--- config.mk ---
export PLATFORM = sky130hd
export DESIGN_NAME = feistel_block_encrypt
export DESIGN_NICKNAME = d
export VERILOG_FILES = /design/src/design/fbe_pkg.sv /design/src/design/feistel_block_encrypt.sv /design/src/design/fbe_round.sv
export SDC_FILE = /design/constraint.sdc
export NUM_CORES = 2
export LEC_CHECK = 0
export ABC_AREA = 1
export BUFFER_PORTS_ARGS = -buffer_cell sky130_fd_sc_hd__buf_4
export CORE_MARGIN = 1
export CORE_UTILIZATION = 31
export CTS_BUF_LIST = sky130_fd_sc_hd__clkbuf_8
export CTS_CLUSTER_SIZE = 20
export DETAILED_ROUTE_END_ITERATION = 8
export PLACE_DENSITY = 0.48
export SYNTH_ARGS = -nofsm -noshare
export SYNTH_HDL_FRONTEND = slang
export SYNTH_SLANG_ARGS = --single-unit
--- constraint.sdc ---
create_clock -name clk -period 27.2 [get_ports clk]
set_clock_uncertainty 0.1 [all_clocks]
set_input_delay 4.08 -clock clk [delete_from_list [all_inputs] [get_ports clk]]
set_output_delay 4.08 -clock clk [all_outputs]
set_load 0.02 [all_outputs]
--- src/design/fbe_pkg.sv ---
// fbe_pkg: shared types, constants and the byte mixing function for the
// feistel block encryption pipeline. No dependencies.
`timescale 1ns / 1ps
`default_nettype none

package fbe_pkg;

  localparam int BLOCK_W  = 64;
  localparam int BYTE_W   = 8;
  localparam int MAX_BYTES = BLOCK_W / BYTE_W;

  localparam logic [BYTE_W-1:0] MIX_CONST  = 8'hD5;
  localparam int                KEY_SHIFT  = 3;

  typedef logic [BLOCK_W-1:0] half_t;

  typedef struct packed {
    half_t l;
    half_t r;
  } half_pair_t;

  // round function on one byte of the right half and its key byte
  function automatic logic [BYTE_W-1:0] mix_byte(input logic [BYTE_W-1:0] a,
                                                 input logic [BYTE_W-1:0] k);
    logic [BYTE_W-1:0] t;
    t = a ^ (k & a) ^ MIX_CONST;
    t = t & (k >> KEY_SHIFT);
    t = t ^ a;
    return t | k;
  endfunction

  // mask of the low n bytes of a half
  function automatic half_t half_mask(input int n);
    half_t m;
    m = '0;
    for (int i = 0; i < MAX_BYTES; i++) begin
      if (i < n) m[BYTE_W*i +: BYTE_W] = '1;
    end
    return m;
  endfunction

endpackage

`default_nettype wire

--- src/design/feistel_block_encrypt.sv ---
// feistel_block_encrypt: a pipeline of registered feistel round stages; one
// block enters per cycle while in_ready is high, so throughput is one block
// per cycle when the output does not stall, set by one round per pipeline stage.
// A stalled output holds the last stage; free stages upstream keep filling.
// Synchronous reset clears all stage valid bits and sets the master key to 0.
// Depends on fbe_pkg and fbe_round.
`timescale 1ns / 1ps
`default_nettype none

module feistel_block_encrypt import fbe_pkg::*; #(
  parameter int HALF_BYTES = 8,
  parameter int KEY_BYTES  = 8,
  parameter int ROUNDS     = 16
) (
  input  wire logic               clk,
  input  wire logic               rst,
  input  wire logic               master_key_we,
  input  wire logic [BLOCK_W-1:0] master_key_wdata,
  input  wire logic               in_valid,
  output logic                    in_ready,
  input  wire logic [BLOCK_W-1:0] left_half,
  input  wire logic [BLOCK_W-1:0] right_half,
  output logic                    out_valid,
  input  wire logic               out_ready,
  output logic [BLOCK_W-1:0]      cipher_left,
  output logic [BLOCK_W-1:0]      cipher_right
);

  localparam half_t HALF_MASK = half_mask(HALF_BYTES);

  half_t      master_key;
  half_pair_t stage_data  [ROUNDS+1];
  logic       stage_valid [ROUNDS+1];
  logic       stage_ready [ROUNDS+1];

  always_ff @(posedge clk) begin
    if (rst) begin
      master_key <= '0;
    end else if (master_key_we) begin
      master_key <= master_key_wdata;
    end
  end

  // bytes beyond the half width are dropped on entry
  assign stage_data[0].l = left_half & HALF_MASK;
  assign stage_data[0].r = right_half & HALF_MASK;
  assign stage_valid[0]  = in_valid;
  assign in_ready        = stage_ready[0];

  for (genvar r = 0; r < ROUNDS; r++) begin : g_round
    fbe_round #(
      .ROUND_IDX  (r),
      .HALF_BYTES (HALF_BYTES),
      .KEY_BYTES  (KEY_BYTES)
    ) u_round (
      .clk        (clk),
      .rst        (rst),
      .master_key (master_key),
      .up_valid   (stage_valid[r]),
      .up_ready   (stage_ready[r]),
      .up_data    (stage_data[r]),
      .dn_valid   (stage_valid[r+1]),
      .dn_ready   (stage_ready[r+1]),
      .dn_data    (stage_data[r+1])
    );
  end

  // final swap of the halves
  assign stage_ready[ROUNDS] = out_ready;
  assign out_valid           = stage_valid[ROUNDS];
  assign cipher_left         = stage_data[ROUNDS].r;
  assign cipher_right        = stage_data[ROUNDS].l;

endmodule

`default_nettype wire

--- src/design/fbe_round.sv ---
// fbe_round: one feistel round as one registered pipeline stage with
// valid/ready flow control. Depends on fbe_pkg.
`timescale 1ns / 1ps
`default_nettype none

module fbe_round import fbe_pkg::*; #(
  parameter int ROUND_IDX  = 0,
  parameter int HALF_BYTES = 8,
  parameter int KEY_BYTES  = 8
) (
  input  wire logic       clk,
  input  wire logic       rst,
  input  wire half_t      master_key,
  input  wire logic       up_valid,
  output logic            up_ready,
  input  wire half_pair_t up_data,
  output logic            dn_valid,
  input  wire logic       dn_ready,
  output half_pair_t      dn_data
);

  half_t      f;
  half_pair_t result;
  logic       valid;
  half_pair_t data;

  for (genvar i = 0; i < MAX_BYTES; i++) begin : g_byte
    if (i < HALF_BYTES) begin : g_used
      // round key is the master key rotated by the round number in bytes
      localparam int KI = ((i % KEY_BYTES) + (ROUND_IDX % KEY_BYTES)) % KEY_BYTES;
      assign f[BYTE_W*i +: BYTE_W] = mix_byte(up_data.r[BYTE_W*i +: BYTE_W],
                                              master_key[BYTE_W*KI +: BYTE_W]);
    end else begin : g_unused
      assign f[BYTE_W*i +: BYTE_W] = '0;
    end
  end

  assign result.l = up_data.r;
  assign result.r = up_data.l ^ f;

  assign up_ready = !valid || dn_ready;

  always_ff @(posedge clk) begin
    if (rst) begin
      valid <= 1'b0;
    end else if (up_ready) begin
      valid <= up_valid;
    end
  end

  always_ff @(posedge clk) begin
    if (up_valid && up_ready) begin
      data <= result;
    end
  end

  assign dn_valid = valid;
  assign dn_data  = data;

endmodule

`default_nettype wire

* After elaboration in Yosys (flattened, before gate mapping) *
Cells that the tools add are included.

storage, ports and cells
  flip-flop bits (word level) = 2128
  latch bits = 0
  bits in writable memories = 0
  memory bits (read-only) = 0
  input bits = 197
  output and inout port bits = 130
  word-level logic and storage cells = 881
  memories = 0

cells by class
  add/subtract/negate cells = 0
  multiply operators = 0
  divide/modulo/power cells = 0
  magnitude comparators = 0
  eq/ne operators = 0
  shift operators = 0
  multiplexer cells = 0
  bitwise logic cells = 784
  reduce and logical (&&, ||, !) cells = 48

operator list
  cell                number
  XOR 8 bit           256
  AND 8 x 5 -> 8 bit  128
  AND 8 bit           128
  OR 8 bit            128
  XOR 64 bit          16
  inverter 5 bit      128
  logical AND 1 bit   16
  zero test 1 bit     16
  logical OR 1 bit    16

* Longest topological paths before layout *
  word-level depth = 18
  gate-level depth with buffers = 10
  gate-level depth less buffers = 10

* Cells and area by module *
From an unflattened synthesis, not the netlist that was laid out.

second synthesis, totals
  cells, all modules = 7963
  area total of the unflattened synthesis = 89029.1 µm²

by module, submodules not included
  module                               instances  cells an instance  area each (µm²)  sequential area each (µm²)
  fbe_round (g_round[10].u_round ...)  15         472                5396.4           3863.7
  fbe_round (g_round[0].u_round)       1          478                5416.4           3863.7
  feistel_block_encrypt                1          405                2666.3           1281.2

* Worst setup path before layout *
No wires, ideal clock.

  kind = input -> register
  start = input port out_ready
  end = register g_round[8].u_round.data (netlist bit g_round[8].u_round.dn_data[0]), enable pin
  setup time = 692 ps
  arrival = 10631 ps
  required time = 26408 ps
  setup slack = 15777 ps
  stages on the path = 6
  buffers on the path = 0
  path through = inv_1 > nand4_4 > nor3_4 > inv_1 > nor2_1 > a31oi_1

between the ends
  word-level cells in the longest chain between the ends = 9

ends and longest elaborated chain
  element                        RTL line                     text
  start, declared                feistel_block_encrypt.sv:24  input wire logic out_ready,
  logical OR 1 bit (8 in a row)  fbe_round.sv:41              assign up_ready = !valid || dn_ready;
  logical AND 1 bit              fbe_round.sv:52              if (up_valid && up_ready) begin
  end signal, assigned           fbe_round.sv:53              data <= result;
  end, declared                  fbe_round.sv:25              half_pair_t data;

No other way between the ends.
A chain may end at the register's enable or synchronous reset.

* Worst setup path after layout *
  start = input port out_ready
  end = output port in_ready

between the ends
  word-level cells in the longest chain between the ends = 16

ends and longest elaborated chain
  element                         RTL line                     text
  logical OR 1 bit (16 in a row)  fbe_round.sv:41
  end, declared                   feistel_block_encrypt.sv:20  output logic in_ready,

No other way between the ends.

==> metrics.md <==
| Metric | Value |
|---|---|
| Status | finished, final reports clean |
| Register Area | 63100 um2 |
| Max stage delay on crit path | 320 ps |
| Routed vias | 40600 |
| Clock latency on the worst-skew pair | 1050 ps |
| Nets | 5659 |
| Area occupied by multi-input gates | 14800 um2 |
| Top post-synthesis cells by area | edfxtp_1 (77%), xnor2_1 (8.4%), xor2_1 (2.8%) |
| Maximum vdd drop | 0.0000540 V |
| Sequential fraction of the synthesis area | 0.792 |
| Worst-path clk slew | 50 ps |
| Core area | 255000 um2 |
| Setup CP Type | primary input to output pin |
| Filler cells | 24100 |
| CP arrival | 6030 ps |
| YS warnings | 0 |
| Net Sw Power | 1.48 mW |
| Synth Register Bits | 2128 |
| Seq pwr share | 0.561 |
| Hold-fix buffer count after cts | 0 |
| Area delta synth->final | 16.4% |
| Clock share of power | 0.397 |
| Async set-or-reset flop fraction in the synthesized netlist | 0 |
| Worst Setup Start Kind | primary input |
| Hold Fails Final Rpt | 0 |
| CP Max Fanout | 5 |
| Post-Route WL | 197 mm |
| Leakage | 31.2 nW |
| Setup slack, reg-to-reg | 23650 ps |
| Cell with the most instances after synthesis | edfxtp_1 |
| Req. time, crit path | 23020 ps |
| Vias in the first global route | 40800 |
| Initial drt markers | 3069 |
| Row count | 185 |
| DP Worst Slack | 16870 ps |
| Tcrit/Tclk final | 0.375 |
| Post-synth top area cell | edfxtp_1 |
| CP Buf/Inv Count | 3 |
| # IOs | 327 |
| Die Y | 509 um |
| DRC | 0 |
| Worst-path cell chain | buf_4 -> inv_1 -> nand4_4 -> nor3_4 -> nand4_2 -> nor2_4 -> nand4_4 -> nor2_4 -> nand4_4 -> buf_4 |
| Synth Cell Area | 79700 um2 |
| Synth Flop Type | edfxtp_1 |
| Worst-Margin Slew | 1230 ps |
| I/O Buffers | 326 |
| Die area | 259000 um2 |
| First-pass GRT wire length | 281 mm |
| Hpwl dp | 111 mm |
| Area share of the largest cell type after synthesis | 0.772 |
| Most frequent CP cell | nand4_4 |
| RSZ-0062 raised after global routing | no |
| CTS tree | yes |
| Final ANT Viol Nets | 0 |
| Cell family with most CP delay | simple AND/OR/NAND/NOR gates |
| EDFF count, synth | 2048 |
| Starting Density | 0.313 |
| FMAX | 98.0 MHz |
| Layout cell share with drive strength beyond 1 | 0.152 |
| Yosys cell types | 21 |
| Tmin final | 10210 ps |
| CTS sink cnt | 2128 |
| Wire length per cell | 21.7 um |
| MaxCap Viol Count | 0 |
| Pwr/cell area | 70.9 nW/um2 |
| CP endpoint kind | output pin |
| Clock root cell | clkbuf_8 |
| Max-slew violation count | 0 |
| Avg Cell Area, Syn | 16.3 um2 |
| Final setup vio count | 0 |
| Total GRT Usage | 0.151 |
| Post-CTS setup buffers | 0 |
| Commonest cells post-synth | edfxtp_1 (2048), xnor2_1 (768), nor2_1 (415) |
| Antenna violations before repair | 10 |
| Logic pwr share | 0.043 |
| Inserted Clock Buffers | 367 |
| Cell count after synthesis | 4898 |
| Clk buf depth | 4 |
| Die width | 509 um |
| First-pass detailed-route iteration total | 5 |
| Slew margin rel. | 0.178 |
| Via density | 4.47 |
| Setup TNS Final | 0 ps |
| Final Total Pwr | 6.57 mW |
| Cts repair resizes | 0 |
| Worst min-delay path class | register to register |
| Fin worst setup slack | 16990 ps |
| GRT overflow | 0 |
| Largest net degree at the start of global routing | 129 |
| Crit-path slowest cell | nor2_4 |
| Post-Synthesis Net Count | 5095 |
| Internal | 5.09 mW |
| Switching share of power | 0.225 |
| H-tree levels | 5 |
| RePlAce Congestion | 0.753 |
==> placed cells by master, fill, tap and decap left out, drive strengths merged <==
master	count
clkinv	89
o21ai	256
a31oi	1
xnor2	768
clkbuf	388
edfxtp	2048
nor3	385
nand2	109
diode	9
nand3	2
a211oi	16
nor2	417
inv	443
bufinv	4
xor2	256
nand4	4
dfxtp	80
clkinvlp	5
a21oi	61
buf	393
==> worst register-to-register path, delay by kind of cell (launching register included) <==
kind	cells	cell delay, ps
simple gates	8	1570
buf+inv	3	1080
flops	1	400
==> through the flow <==
stage | cells | hold WS [ps] | area, um2 | util
5_1_grt | 9096 | 331 | 92700 | 0.364
3_5_place_dp | 8459 | 332 | 86300 | 0.339
6_report | 9100 | 313 | 92700 | 0.364
2_1_floorplan | 4898 | 326 | 79700 | -
3_3_place_gp | 8459 | 328 | 86300 | 0.339
4_1_cts | 9091 | 315 | 92700 | 0.364
==> layer usage <==
metal | vias to the layer above | routed length, um | GRT usage
met5 | - | 0 | 0
met4 | 0 | 5030 | 0.0465
met3 | 315 | 10100 | 0.0293
met2 | 1125 | 95400 | 0.252
met1 | 20700 | 86800 | 0.197
li1 | 18500 | - | -
==> area by class of cell <==
class	count	area share
antenna	9	0.000243
tap	3366	0.0454
timing repair buffer	393	0.0322
clock buffer	388	0.0576
clock inverter	244	0.0117
multi-input combinational	2275	0.159
sequential	2128	0.681
inverter	297	0.0125
==> cell families (layout without fill, tap and decap cells) <==
| kind of cell | Yosys count | after routing | synth area share |
|---|---|---|---|
| buf+inv | 495 | 1322 | 0.0233 |
| xor+xnor | 1024 | 1024 | 0.113 |
| flops | 2128 | 2128 | 0.792 |
| simple gates | 917 | 917 | 0.0504 |
| compound gates | 334 | 334 | 0.0215 |
| other cells | 0 | 9 | 0 |
==> path summary, 6_finish.rpt <==
path	startpoint	end	cells after the start
hold reg to reg	g_round[9].u_round.dn_data[21]	g_round[10].u_round.dn_data[85]	0
setup reg to reg	g_round[14].u_round.dn_valid	g_round[1].u_round.dn_data[33]	11
setup / recovery	out_ready	in_ready	10
hold / removal	g_round[9].u_round.dn_data[21]	g_round[10].u_round.dn_data[85]	0
==> power groups by stage <==
stage / Clock (mW) / Sequential [mW] / Combinational [mW]
after floorplan: 0 / 3.73 / 0.178
after global placement: 0 / 3.75 / 0.279
after detailed placement: 0 / 3.75 / 0.283
after CTS: 2.70 / 3.69 / 0.286
after global routing: 2.84 / 3.69 / 0.306
final: 2.61 / 3.69 / 0.281
==> state kept, by name (all words and copies together) (netlist names) <==
register,flops
g_round.u_round.dn_data,2048
master_key,64
g_round.u_round.dn_valid,16
(Power assumes the default switching activity.)
